[config.mk]
export PLATFORM = sky130hd
export DESIGN_NAME = seconds_to_civil_datetime
export DESIGN_NICKNAME = d
export VERILOG_FILES = /design/src/hw/rtl/stcd_pkg.sv /design/src/hw/rtl/stcd_day_split.sv /design/src/hw/rtl/stcd_era_clock.sv /design/src/hw/rtl/stcd_year_date.sv /design/src/hw/rtl/seconds_to_civil_datetime.sv
export VERILOG_INCLUDE_DIRS = /design/src /design/src/hw/rtl
export SDC_FILE = /design/constraint.sdc
export NUM_CORES = 2
export LEC_CHECK = 0
export BUFFER_PORTS_ARGS = -buffer_cell sky130_fd_sc_hd__clkbuf_2
export CORE_MARGIN = 1
export CORE_UTILIZATION = 47
export DETAILED_ROUTE_END_ITERATION = 8
export SLEW_MARGIN = 0
export SYNTH_ARGS = -nofsm -noshare
export SYNTH_HDL_FRONTEND = slang
export SYNTH_HIERARCHICAL = 1
export SYNTH_SLANG_ARGS = --single-unit
[constraint.sdc]
create_clock -name clk -period 18.71 [get_ports clk]
set_input_delay 0.9355 -clock clk [delete_from_list [all_inputs] [get_ports clk]]
set_output_delay 0.9355 -clock clk [all_outputs]
set_load 0.005 [all_outputs]
[src/hw/rtl/seconds_to_civil_datetime_defines.svh]
// assertion macros for the seconds to civil datetime converter
// included by the top level; no other dependencies
`ifndef SECONDS_TO_CIVIL_DATETIME_DEFINES_SVH
`define SECONDS_TO_CIVIL_DATETIME_DEFINES_SVH
`ifndef ASSERT_OFF
`define STCD_ASSERT_IMP(label, clk, rstn, ante, cons) \
    label: assert property (@(posedge clk) disable iff (!rstn) (ante) |-> (cons)) \
        else $error("stcd: same-cycle check failed");
`define STCD_ASSERT_NEXT(label, clk, rstn, ante, cons) \
    label: assert property (@(posedge clk) disable iff (!rstn) (ante) |=> (cons)) \
        else $error("stcd: next-cycle check failed");
`else
`define STCD_ASSERT_IMP(label, clk, rstn, ante, cons)
`define STCD_ASSERT_NEXT(label, clk, rstn, ante, cons)
`endif
`endif

[src/hw/rtl/stcd_pkg.sv]
// shared widths, constants and beat structs of the seconds to civil datetime converter
// no dependencies
package stcd_pkg;

    localparam int EPOCH_W   = 39;
    localparam int TZ_W      = 12;
    localparam int TZ_SECS_W = 18;
    localparam int SUM_W     = 41;
    localparam int SECS_W    = 39;
    localparam int DAYS_W    = 22;
    localparam int SOD_W     = 17;
    localparam int REM_W     = 12;
    localparam int ERA_W     = 5;
    localparam int DOE_W     = 18;
    localparam int YOE_W     = 9;
    localparam int DOY_W     = 9;
    localparam int MP_W      = 4;
    localparam int YEAR_W    = 14;
    localparam int MONTH_W   = 4;
    localparam int DAY_W     = 5;
    localparam int HOUR_W    = 5;
    localparam int MIN_W     = 6;
    localparam int SEC_W     = 6;

    // seconds from 0000-03-01 to 1970-01-01, and the last second of 9999-12-31 on that scale
    localparam logic signed [SUM_W-1:0] BASE_SECS = 41'sd62162035200;
    localparam logic [SECS_W-1:0]       MAX_SECS  = 39'd315564335999;

    localparam logic [SOD_W-1:0] SECS_PER_DAY  = 17'd86400;
    localparam logic [DOE_W-1:0] DAYS_PER_ERA  = 18'd146097;
    localparam logic [DOE_W-1:0] DOE_LAST      = 18'd146096;
    localparam logic [11:0]      SECS_PER_HOUR = 12'd3600;
    localparam logic [6:0]       SECS_PER_MIN  = 7'd60;
    localparam logic [8:0]       YEAR_DAYS     = 9'd365;
    localparam logic [8:0]       YEARS_PER_ERA = 9'd400;
    localparam logic [2:0]       MP_SCALE      = 3'd5;
    localparam logic [1:0]       MP_BIAS       = 2'd2;
    localparam logic [MP_W-1:0]  MP_JAN        = 4'd10;
    localparam logic [MP_W-1:0]  MP_TO_MONTH   = 4'd3;
    localparam logic [MP_W-1:0]  MP_WRAP       = 4'd9;

    // reciprocals for exact floor division by constants: q = (x * RCP) >> SH
    // shift = input bits + divisor bits, except the day split, whose input stays below 2^31.2
    localparam int SH_DAY   = 41;
    localparam int SH_ERA   = 40;
    localparam int SH_HOUR  = 29;
    localparam int SH_1460  = 29;
    localparam int SH_36524 = 34;
    localparam int SH_MIN   = 18;
    localparam int SH_YEAR  = 27;
    localparam int SH_CENT  = 16;
    localparam int SH_MP    = 19;

    localparam logic [31:0] RCP_DAY   = 32'(((64'd1 << SH_DAY) + 64'd674) / 64'd675);
    localparam logic [22:0] RCP_ERA   = 23'(((64'd1 << SH_ERA) + 64'd146096) / 64'd146097);
    localparam logic [17:0] RCP_HOUR  = 18'(((64'd1 << SH_HOUR) + 64'd3599) / 64'd3600);
    localparam logic [18:0] RCP_1460  = 19'(((64'd1 << SH_1460) + 64'd1459) / 64'd1460);
    localparam logic [18:0] RCP_36524 = 19'(((64'd1 << SH_36524) + 64'd36523) / 64'd36524);
    localparam logic [12:0] RCP_MIN   = 13'(((64'd1 << SH_MIN) + 64'd59) / 64'd60);
    localparam logic [18:0] RCP_YEAR  = 19'(((64'd1 << SH_YEAR) + 64'd364) / 64'd365);
    localparam logic [9:0]  RCP_CENT  = 10'(((64'd1 << SH_CENT) + 64'd99) / 64'd100);
    localparam logic [11:0] RCP_MP    = 12'(((64'd1 << SH_MP) + 64'd152) / 64'd153);

    typedef struct packed {
        logic [DAYS_W-1:0] days;
        logic [SOD_W-1:0]  sod;
        logic              oor;
    } day_split_t;

    typedef struct packed {
        logic [HOUR_W-1:0] hour;
        logic [MIN_W-1:0]  minute;
        logic [SEC_W-1:0]  second;
    } clock_t;

    typedef struct packed {
        logic [ERA_W-1:0] era;
        logic [DOE_W-1:0] doe;
        logic [DOE_W-1:0] yoe_days;
        clock_t           tod;
        logic             oor;
    } era_clock_t;

    typedef struct packed {
        logic [YEAR_W-1:0]  year;
        logic [MONTH_W-1:0] month;
        logic [DAY_W-1:0]   day;
        clock_t             tod;
        logic               oor;
    } civil_t;

endpackage

[src/hw/rtl/stcd_day_split.sv]
// stages 1-4: zone offset add, range clamp, day number and second of day
// depends on stcd_pkg
module stcd_day_split
    import stcd_pkg::*;
(
    input  logic                        clk,
    input  logic                        rst_n,
    input  logic                        in_valid,
    output logic                        in_stall,
    input  logic signed [EPOCH_W-1:0]   epoch_seconds,
    input  logic signed [TZ_SECS_W-1:0] tz_secs,
    output logic                        out_valid,
    input  logic                        out_stall,
    output day_split_t                  out_beat
);

    logic [3:0] vld_reg;
    logic [3:0] take;

    logic signed [SUM_W-1:0] st1_sum_reg, st1_sum_next;
    logic [SECS_W-1:0]       st2_secs_reg, st2_secs_next;
    logic                    st2_oor_reg, st2_oor_next;
    logic [DAYS_W-1:0]       st3_days_reg, st3_days_next;
    logic [SECS_W-1:0]       st3_secs_reg;
    logic                    st3_oor_reg;
    day_split_t              st4_reg, st4_next;

    logic [63:0]       day_prod;
    logic [SECS_W-1:0] day_secs;
    logic [SECS_W-1:0] sod_full;

    // a stage loads when it is empty or its beat moves on
    always_comb
    begin
        take[3] = !vld_reg[3] || !out_stall;
        for (int k = 2; k >= 0; k--)
        begin
            take[k] = !vld_reg[k] || take[k+1];
        end
    end

    assign in_stall  = !take[0];
    assign out_valid = vld_reg[3];
    assign out_beat  = st4_reg;

    always_ff @(posedge clk or negedge rst_n)
    begin
        if (!rst_n)
        begin
            vld_reg <= '0;
        end
        else
        begin
            if (take[0])
            begin
                vld_reg[0] <= in_valid;
            end
            for (int k = 1; k < 4; k++)
            begin
                if (take[k])
                begin
                    vld_reg[k] <= vld_reg[k-1];
                end
            end
        end
    end

    // local seconds counted from 0000-03-01
    assign st1_sum_next = {{(SUM_W-EPOCH_W){epoch_seconds[EPOCH_W-1]}}, epoch_seconds}
                        + {{(SUM_W-TZ_SECS_W){tz_secs[TZ_SECS_W-1]}}, tz_secs}
                        + BASE_SECS;

    always_comb
    begin
        if (st1_sum_reg[SUM_W-1])
        begin
            st2_secs_next = '0;
            st2_oor_next  = 1'b1;
        end
        else if (st1_sum_reg[SUM_W-2:0] > (SUM_W-1)'(MAX_SECS))
        begin
            st2_secs_next = MAX_SECS;
            st2_oor_next  = 1'b1;
        end
        else
        begin
            st2_secs_next = st1_sum_reg[SECS_W-1:0];
            st2_oor_next  = 1'b0;
        end
    end

    // 86400 = 128 * 675
    assign day_prod      = 64'(st2_secs_reg[SECS_W-1:7]) * 64'(RCP_DAY);
    assign st3_days_next = day_prod[SH_DAY+DAYS_W-1:SH_DAY];

    assign day_secs = SECS_W'(st3_days_reg) * SECS_W'(SECS_PER_DAY);
    assign sod_full = st3_secs_reg - day_secs;

    always_comb
    begin
        st4_next.days = st3_days_reg;
        st4_next.sod  = sod_full[SOD_W-1:0];
        st4_next.oor  = st3_oor_reg;
    end

    always_ff @(posedge clk)
    begin
        if (take[0])
        begin
            st1_sum_reg <= st1_sum_next;
        end
        if (take[1])
        begin
            st2_secs_reg <= st2_secs_next;
            st2_oor_reg  <= st2_oor_next;
        end
        if (take[2])
        begin
            st3_days_reg <= st3_days_next;
            st3_secs_reg <= st2_secs_reg;
            st3_oor_reg  <= st2_oor_reg;
        end
        if (take[3])
        begin
            st4_reg <= st4_next;
        end
    end

endmodule

[src/hw/rtl/stcd_era_clock.sv]
// stages 5-8: era and day of era, hour/minute/second, leap-corrected day count
// depends on stcd_pkg
module stcd_era_clock
    import stcd_pkg::*;
(
    input  logic       clk,
    input  logic       rst_n,
    input  logic       in_valid,
    output logic       in_stall,
    input  day_split_t in_beat,
    output logic       out_valid,
    input  logic       out_stall,
    output era_clock_t out_beat
);

    typedef struct packed {
        logic [DAYS_W-1:0] days;
        logic [SOD_W-1:0]  sod;
        logic [ERA_W-1:0]  era;
        logic [HOUR_W-1:0] hour;
        logic              oor;
    } st5_t;

    typedef struct packed {
        logic [DOE_W-1:0]  doe;
        logic [REM_W-1:0]  rem;
        logic [ERA_W-1:0]  era;
        logic [HOUR_W-1:0] hour;
        logic              oor;
    } st6_t;

    typedef struct packed {
        logic [DOE_W-1:0]  doe;
        logic [REM_W-1:0]  rem;
        logic [ERA_W-1:0]  era;
        logic [HOUR_W-1:0] hour;
        logic [MIN_W-1:0]  minute;
        logic [6:0]        q1460;
        logic [2:0]        q36524;
        logic              last;
        logic              oor;
    } st7_t;

    logic [3:0] vld_reg;
    logic [3:0] take;

    st5_t       st5_reg, st5_next;
    st6_t       st6_reg, st6_next;
    st7_t       st7_reg, st7_next;
    era_clock_t st8_reg, st8_next;

    logic [44:0] era_prod;
    logic [34:0] hour_prod;
    logic [22:0] era_days;
    logic [22:0] doe_full;
    logic [SOD_W-1:0] hour_secs;
    logic [SOD_W-1:0] rem_full;
    logic [36:0] p1460;
    logic [36:0] p36524;
    logic [24:0] min_prod;
    logic [REM_W-1:0] min_secs;
    logic [REM_W-1:0] sec_full;

    always_comb
    begin
        take[3] = !vld_reg[3] || !out_stall;
        for (int k = 2; k >= 0; k--)
        begin
            take[k] = !vld_reg[k] || take[k+1];
        end
    end

    assign in_stall  = !take[0];
    assign out_valid = vld_reg[3];
    assign out_beat  = st8_reg;

    always_ff @(posedge clk or negedge rst_n)
    begin
        if (!rst_n)
        begin
            vld_reg <= '0;
        end
        else
        begin
            if (take[0])
            begin
                vld_reg[0] <= in_valid;
            end
            for (int k = 1; k < 4; k++)
            begin
                if (take[k])
                begin
                    vld_reg[k] <= vld_reg[k-1];
                end
            end
        end
    end

    assign era_prod  = 45'(in_beat.days) * 45'(RCP_ERA);
    assign hour_prod = 35'(in_beat.sod) * 35'(RCP_HOUR);

    always_comb
    begin
        st5_next.days = in_beat.days;
        st5_next.sod  = in_beat.sod;
        st5_next.era  = era_prod[SH_ERA+ERA_W-1:SH_ERA];
        st5_next.hour = hour_prod[SH_HOUR+HOUR_W-1:SH_HOUR];
        st5_next.oor  = in_beat.oor;
    end

    assign era_days  = 23'(st5_reg.era) * 23'(DAYS_PER_ERA);
    assign doe_full  = 23'(st5_reg.days) - era_days;
    assign hour_secs = SOD_W'(st5_reg.hour) * SOD_W'(SECS_PER_HOUR);
    assign rem_full  = st5_reg.sod - hour_secs;

    always_comb
    begin
        st6_next.doe  = doe_full[DOE_W-1:0];
        st6_next.rem  = rem_full[REM_W-1:0];
        st6_next.era  = st5_reg.era;
        st6_next.hour = st5_reg.hour;
        st6_next.oor  = st5_reg.oor;
    end

    // doe/1460, doe/36524 and doe/146096 drop the leap days from the day count
    assign p1460    = 37'(st6_reg.doe) * 37'(RCP_1460);
    assign p36524   = 37'(st6_reg.doe) * 37'(RCP_36524);
    assign min_prod = 25'(st6_reg.rem) * 25'(RCP_MIN);

    always_comb
    begin
        st7_next.doe    = st6_reg.doe;
        st7_next.rem    = st6_reg.rem;
        st7_next.era    = st6_reg.era;
        st7_next.hour   = st6_reg.hour;
        st7_next.minute = min_prod[SH_MIN+MIN_W-1:SH_MIN];
        st7_next.q1460  = p1460[SH_1460+6:SH_1460];
        st7_next.q36524 = p36524[SH_36524+2:SH_36524];
        st7_next.last   = (st6_reg.doe == DOE_LAST);
        st7_next.oor    = st6_reg.oor;
    end

    assign min_secs = REM_W'(st7_reg.minute) * REM_W'(SECS_PER_MIN);
    assign sec_full = st7_reg.rem - min_secs;

    always_comb
    begin
        st8_next.era        = st7_reg.era;
        st8_next.doe        = st7_reg.doe;
        st8_next.yoe_days   = st7_reg.doe - DOE_W'(st7_reg.q1460) + DOE_W'(st7_reg.q36524)
                            - DOE_W'(st7_reg.last);
        st8_next.tod.hour   = st7_reg.hour;
        st8_next.tod.minute = st7_reg.minute;
        st8_next.tod.second = sec_full[SEC_W-1:0];
        st8_next.oor        = st7_reg.oor;
    end

    always_ff @(posedge clk)
    begin
        if (take[0])
        begin
            st5_reg <= st5_next;
        end
        if (take[1])
        begin
            st6_reg <= st6_next;
        end
        if (take[2])
        begin
            st7_reg <= st7_next;
        end
        if (take[3])
        begin
            st8_reg <= st8_next;
        end
    end

endmodule

[src/hw/rtl/stcd_year_date.sv]
// stages 9-12: year of era, day of year, March-based month, final calendar fields
// depends on stcd_pkg
module stcd_year_date
    import stcd_pkg::*;
(
    input  logic       clk,
    input  logic       rst_n,
    input  logic       in_valid,
    output logic       in_stall,
    input  era_clock_t in_beat,
    output logic       out_valid,
    input  logic       out_stall,
    output civil_t     out_beat
);

    typedef struct packed {
        logic [YOE_W-1:0] yoe;
        logic [DOE_W-1:0] doe;
        logic [ERA_W-1:0] era;
        clock_t           tod;
        logic             oor;
    } st9_t;

    typedef struct packed {
        logic [DOY_W-1:0] doy;
        logic [YOE_W-1:0] yoe;
        logic [ERA_W-1:0] era;
        clock_t           tod;
        logic             oor;
    } st10_t;

    typedef struct packed {
        logic [MP_W-1:0]  mp;
        logic [DOY_W-1:0] doy;
        logic [YOE_W-1:0] yoe;
        logic [ERA_W-1:0] era;
        clock_t           tod;
        logic             oor;
    } st11_t;

    logic [3:0] vld_reg;
    logic [3:0] take;

    st9_t   st9_reg, st9_next;
    st10_t  st10_reg, st10_next;
    st11_t  st11_reg, st11_next;
    civil_t st12_reg, st12_next;

    logic [36:0]      yoe_prod;
    logic [18:0]      cent_prod;
    logic [DOE_W-1:0] year_days;
    logic [DOE_W-1:0] doy_full;
    logic [10:0]      mp_arg;
    logic [22:0]      mp_prod;
    logic [DOY_W-1:0] day_full;
    logic             jan_feb;

    // first day of each March-based month, (153 * mp + 2) / 5
    function automatic logic [DOY_W-1:0] month_start(input logic [MP_W-1:0] mp);
        logic [DOY_W-1:0] r;
        case (mp)
            4'd0:    r = 9'd0;
            4'd1:    r = 9'd31;
            4'd2:    r = 9'd61;
            4'd3:    r = 9'd92;
            4'd4:    r = 9'd122;
            4'd5:    r = 9'd153;
            4'd6:    r = 9'd184;
            4'd7:    r = 9'd214;
            4'd8:    r = 9'd245;
            4'd9:    r = 9'd275;
            4'd10:   r = 9'd306;
            4'd11:   r = 9'd337;
            default: r = 9'd0;
        endcase
        return r;
    endfunction

    always_comb
    begin
        take[3] = !vld_reg[3] || !out_stall;
        for (int k = 2; k >= 0; k--)
        begin
            take[k] = !vld_reg[k] || take[k+1];
        end
    end

    assign in_stall  = !take[0];
    assign out_valid = vld_reg[3];
    assign out_beat  = st12_reg;

    always_ff @(posedge clk or negedge rst_n)
    begin
        if (!rst_n)
        begin
            vld_reg <= '0;
        end
        else
        begin
            if (take[0])
            begin
                vld_reg[0] <= in_valid;
            end
            for (int k = 1; k < 4; k++)
            begin
                if (take[k])
                begin
                    vld_reg[k] <= vld_reg[k-1];
                end
            end
        end
    end

    assign yoe_prod = 37'(in_beat.yoe_days) * 37'(RCP_YEAR);

    always_comb
    begin
        st9_next.yoe = yoe_prod[SH_YEAR+YOE_W-1:SH_YEAR];
        st9_next.doe = in_beat.doe;
        st9_next.era = in_beat.era;
        st9_next.tod = in_beat.tod;
        st9_next.oor = in_beat.oor;
    end

    // day of year: doe - (365 * yoe + yoe / 4 - yoe / 100)
    assign cent_prod = 19'(st9_reg.yoe) * 19'(RCP_CENT);
    assign year_days = DOE_W'(st9_reg.yoe) * DOE_W'(YEAR_DAYS);
    assign doy_full  = st9_reg.doe - year_days - DOE_W'(st9_reg.yoe[YOE_W-1:2])
                     + DOE_W'(cent_prod[SH_CENT+1:SH_CENT]);

    always_comb
    begin
        st10_next.doy = doy_full[DOY_W-1:0];
        st10_next.yoe = st9_reg.yoe;
        st10_next.era = st9_reg.era;
        st10_next.tod = st9_reg.tod;
        st10_next.oor = st9_reg.oor;
    end

    assign mp_arg  = 11'(st10_reg.doy) * 11'(MP_SCALE) + 11'(MP_BIAS);
    assign mp_prod = 23'(mp_arg) * 23'(RCP_MP);

    always_comb
    begin
        st11_next.mp  = mp_prod[SH_MP+MP_W-1:SH_MP];
        st11_next.doy = st10_reg.doy;
        st11_next.yoe = st10_reg.yoe;
        st11_next.era = st10_reg.era;
        st11_next.tod = st10_reg.tod;
        st11_next.oor = st10_reg.oor;
    end

    // January and February belong to the next civil year
    assign jan_feb  = (st11_reg.mp >= MP_JAN);
    assign day_full = st11_reg.doy - month_start(st11_reg.mp) + DOY_W'(1);

    always_comb
    begin
        st12_next.year  = YEAR_W'(st11_reg.yoe) + YEAR_W'(st11_reg.era) * YEAR_W'(YEARS_PER_ERA)
                        + YEAR_W'(jan_feb);
        st12_next.month = jan_feb ? (st11_reg.mp - MP_WRAP) : (st11_reg.mp + MP_TO_MONTH);
        st12_next.day   = day_full[DAY_W-1:0];
        st12_next.tod   = st11_reg.tod;
        st12_next.oor   = st11_reg.oor;
    end

    always_ff @(posedge clk)
    begin
        if (take[0])
        begin
            st9_reg <= st9_next;
        end
        if (take[1])
        begin
            st10_reg <= st10_next;
        end
        if (take[2])
        begin
            st11_reg <= st11_next;
        end
        if (take[3])
        begin
            st12_reg <= st12_next;
        end
    end

endmodule

[src/hw/rtl/seconds_to_civil_datetime.sv]
// Converts signed seconds since 1970-01-01 UTC plus a zone offset into a clamped local
// calendar date and time. Twelve register stages, one timestamp per clock while out_stall
// stays low. The pipeline collapses bubbles, so in_stall only rises once all twelve stages
// hold beats while out_stall is high. The depth is set by the chain of constant-reciprocal
// multiplies (day split, era, leap years, year, month), each followed by a register.
// cfg_ready is always high; a zone offset write is scaled to seconds at the write and
// applies to beats accepted afterwards. Local times outside 0000-03-01 00:00:00
// .. 9999-12-31 23:59:59 come out as the nearer limit with out_of_range set.
// depends on stcd_pkg, stcd_day_split, stcd_era_clock, stcd_year_date and the defines header
`include "seconds_to_civil_datetime_defines.svh"

module seconds_to_civil_datetime
    import stcd_pkg::*;
(
    input  logic                      clk,
    input  logic                      rst_n,
    input  logic                      cfg_valid,
    output logic                      cfg_ready,
    input  logic signed [TZ_W-1:0]    tz_offset_minutes,
    input  logic                      in_valid,
    output logic                      in_stall,
    input  logic signed [EPOCH_W-1:0] epoch_seconds,
    output logic                      out_valid,
    input  logic                      out_stall,
    output logic [YEAR_W-1:0]         year,
    output logic [MONTH_W-1:0]        month,
    output logic [DAY_W-1:0]          day,
    output logic [HOUR_W-1:0]         hour,
    output logic [MIN_W-1:0]          minute,
    output logic [SEC_W-1:0]          second,
    output logic                      out_of_range
);

    localparam logic signed [TZ_SECS_W-1:0] TZ_SCALE = 18'sd60;

    logic signed [TZ_SECS_W-1:0] tz_secs_reg, tz_secs_next;
    logic signed [TZ_SECS_W-1:0] tz_wide;

    logic       split_valid, split_stall;
    day_split_t split_beat;
    logic       era_valid, era_stall;
    era_clock_t era_beat;
    civil_t     civil_beat;

    logic                        date_legal;
    logic                        clock_legal;
    logic                        at_clamp_limit;
    logic signed [TZ_SECS_W-1:0] tz_ref;

    assign cfg_ready = 1'b1;

    // minutes to seconds as 64x - 4x
    assign tz_wide      = {{(TZ_SECS_W-TZ_W){tz_offset_minutes[TZ_W-1]}}, tz_offset_minutes};
    assign tz_secs_next = (tz_wide <<< 6) - (tz_wide <<< 2);

    always_ff @(posedge clk or negedge rst_n)
    begin
        if (!rst_n)
        begin
            tz_secs_reg <= '0;
        end
        else if (cfg_valid && cfg_ready)
        begin
            tz_secs_reg <= tz_secs_next;
        end
    end

    stcd_day_split u_day_split
    (
        .clk           (clk),
        .rst_n         (rst_n),
        .in_valid      (in_valid),
        .in_stall      (in_stall),
        .epoch_seconds (epoch_seconds),
        .tz_secs       (tz_secs_reg),
        .out_valid     (split_valid),
        .out_stall     (split_stall),
        .out_beat      (split_beat)
    );

    stcd_era_clock u_era_clock
    (
        .clk       (clk),
        .rst_n     (rst_n),
        .in_valid  (split_valid),
        .in_stall  (split_stall),
        .in_beat   (split_beat),
        .out_valid (era_valid),
        .out_stall (era_stall),
        .out_beat  (era_beat)
    );

    stcd_year_date u_year_date
    (
        .clk       (clk),
        .rst_n     (rst_n),
        .in_valid  (era_valid),
        .in_stall  (era_stall),
        .in_beat   (era_beat),
        .out_valid (out_valid),
        .out_stall (out_stall),
        .out_beat  (civil_beat)
    );

    assign year         = civil_beat.year;
    assign month        = civil_beat.month;
    assign day          = civil_beat.day;
    assign hour         = civil_beat.tod.hour;
    assign minute       = civil_beat.tod.minute;
    assign second       = civil_beat.tod.second;
    assign out_of_range = civil_beat.oor;

    assign date_legal     = year <= 14'd9999 && month >= 4'd1 && month <= 4'd12
                         && day >= 5'd1 && day <= 5'd31;
    assign clock_legal    = hour <= 5'd23 && minute <= 6'd59 && second <= 6'd59;
    assign at_clamp_limit = (year == 14'd0 && month == 4'd3 && day == 5'd1
                             && hour == 5'd0 && minute == 6'd0 && second == 6'd0)
                         || (year == 14'd9999 && month == 4'd12 && day == 5'd31
                             && hour == 5'd23 && minute == 6'd59 && second == 6'd59);
    assign tz_ref         = TZ_SECS_W'(tz_offset_minutes) * TZ_SCALE;

    `STCD_ASSERT_IMP(a_date_legal, clk, rst_n, out_valid, date_legal)
    `STCD_ASSERT_IMP(a_clock_legal, clk, rst_n, out_valid, clock_legal)
    `STCD_ASSERT_IMP(a_clamp_limits, clk, rst_n, out_valid && out_of_range, at_clamp_limit)
    `STCD_ASSERT_NEXT(a_tz_scale, clk, rst_n, cfg_valid && cfg_ready, tz_secs_reg == $past(tz_ref))

endmodule

==> flow_summary_export.csv <==
group,metric,value,unit
outcome,run_status,"complete, no violations",
clocking,setup_repair_bufs_after_cts,0,
critical_path,worst-path-max-fanout,11,
layout,multi_input_comb_area,0.0506,sq mm
global_route,global_route_usage_sum,21.1,%
critical_path,critPathRequiredTime,19.09,ns
sta,timing_hold_violations_final,0,
clocking,clock_tree_from_tritoncts,"yes",
routing,dr_total_vias,44700,
synth,postSynthCellCount,6482,
clocking,cts-hold-fix-buffers,0,
layout,n_fill_cell,13800,
clocking,cts_inserted_buffers,67,
clocking,cts_root_buf,"sky130_fd_sc_hd__clkbuf_16",
critical_path,r2r_setup_slack,11.12,ns
min_path,min_path_type,"in -> async",
sta,finalCriticalPeriod,7.59,ns
global_route,grt_antenna_before_repair,0,
clocking,cts-resized-gates,0,
routing,antenna_left,0,
sta,setup-violations-final,0,
die,design.portCount,100,
die,die_width,396,um
critical_path,worstSetupEndpointType,"register",
placed_design,port_buffers,98,
layout,final-seq-area,0.0161,sq mm
critical_path,series_of_cell_instances_along_the_critical_path,"fa_1 -> ha_1 -> inv_1 -> fa_1 -> inv_1 -> fa_1 -> fa_1 -> fa_1 -> fa_1 -> inv_1 -> fa_1 -> inv_1 -> ha_1 -> and4_1 -> and3_1 -> o21ai_0 -> a21boi_0 -> a211oi_2 -> o21ai_1 -> a21oi_2 -> o21bai_1 -> a21oi_1 -> xnor2_1",
layout,area_delta_synth_final,7.55,%
routing,route.detailed.vias_per_inst,5.10,
synth,post_synthesis_average_cell_area,11.3,sq um
critical_path,worst-setup-path-type,"reg -> reg",
clocking,clockBufferDepth,3,
routing,avgRoutedWirePerCell,18.1,um
critical_path,cp_top_family,"adder cells",
sta,fin_skew,0.0548,ns
critical_path,cp-start-kind,"register",
placed_design,post-dp-hpwl,136000,um
layout,final_layout_size_suffix_gt1_share,4.44,%
global_route,globalRouteOverflowTotal,0,
sta,setup_repair_after_global_routing_missed_its_margin,"no",
synth,synth.cell_area,0.0730,sq mm
layout,antenna_cells,0,
sta,timing.setup.tns,0,ns
sta,slew-limit-headroom,26.0,%
critical_path,cp_slowest_stage_delay,0.67,ns
global_route,number_of_global_route_vias_before_repair,48500,
sta,finalMaxSlewViolations,0,
layout,largest_register_ff_count,52,
die,die_y,396,um
placed_design,finalWeightedCongestion,0.887,
clocking,clkLatencyLatePin,0.68,ns
die,coreArea,0.154,sq mm
sta,max_freq,132,MHz
critical_path,cp.arrival,7.97,ns
clocking,clkSlewWorstSetupHoldPaths,0.06,ns
routing,dr.first_iter.drc_count,1731,
run,max_cap_viol_count,0,
routing,remaining_drc_errors,0,
sta,timing_worst_slew_pin_value,1.11,ns
global_route,grt_start_max_net_pins,48,
die,rows,144,
critical_path,critical-path-slowest-cell,"sky130_fd_sc_hd__edfxtp_1",
synth,yosys_warnings,6,
global_route,first_pass_grt_wire_length,259000,um
routing,wirelength,158000,um
critical_path,crit_buf_inv,4,
routing,drtPass1Iterations,5,
layout,finish.net_count,9329,
die,start_util,47.4,%
sta,period_share,40.6,%
die,total_die_area,0.157,sq mm
critical_path,path_common_cell,"sky130_fd_sc_hd__fa_1",
clocking,cts.htree.levels,3,
clocking,clkSinkCount,542,
[placed cells by master (no fill, tap or decap), types with 67 or more instances in the layout]
cell	instances
sky130_fd_sc_hd__fa_1	965
sky130_fd_sc_hd__nor2_1	164
sky130_fd_sc_hd__clkbuf_16	67
sky130_fd_sc_hd__edfxtp_1	509
sky130_fd_sc_hd__inv_1	1663
sky130_fd_sc_hd__ha_1	1648
sky130_fd_sc_hd__xnor2_1	185
sky130_fd_sc_hd__clkbuf_2	98
sky130_fd_sc_hd__a21oi_1	223
sky130_fd_sc_hd__o21ai_0	126
sky130_fd_sc_hd__nand2_1	122
sky130_fd_sc_hd__a21o_1	119
[stage by stage]
| step | setup WS (ns) | hold WS (ns) | std cells | util [%] | cell area (sq um) |
|---|---|---|---|---|---|
| 2_1_floorplan | 11.72 | 0.400 | 6483 | - | 73000 |
| 3_3_place_gp | 11.16 | 0.400 | 8635 | 49.4 | 76100 |
| 3_5_place_dp | 11.14 | 0.405 | 8635 | 49.4 | 76100 |
| 4_1_cts | 11.07 | 0.374 | 8756 | 50.9 | 78500 |
| 5_1_grt | 10.65 | 0.415 | 8756 | 50.9 | 78500 |
| 6_report | 11.12 | 0.396 | 8756 | 50.9 | 78500 |
[final timing paths]
check | endpoint | depth (start not counted) | from
min reg2reg | u_year_date/st10_next[9] | 0 | u_era_clock/out_beat[9]
max reg2reg | u_day_split/st3_days_reg[11] | 23 | u_day_split/st2_secs_reg[21]
max | u_day_split/st3_days_reg[11] | 23 | u_day_split/st2_secs_reg[21]
min | tz_secs_reg[3] | 1 | rst_n
max in group asynchronous | u_era_clock/vld_reg[1] | 1 | rst_n
min in group clk | u_year_date/st10_next[9] | 0 | u_era_clock/out_beat[9]
[layer usage]
metal | track usage, % | vias up | share of wire (%)
li1 | - | 21700 | -
met1 | 26.7 | 22300 | 43
met2 | 37.9 | 529 | 51
met3 | 2.03 | 185 | 2.5
met4 | 6.14 | 0 | 2.9
met5 | 0 | - | 0
[layout make-up]
cell class | count | area share (%)
sequential | 542 | 20.5
inverter | 1666 | 7.97
multi-input combinational | 4261 | 64.5
clock inverter | 45 | 0.732
timing repair buffer | 122 | 0.855
clock buffer | 76 | 2.22
tap | 2044 | 3.26
Power is not shown: default switching activity piles up to over one toggle a cycle in this logic, so the estimate is an artifact.
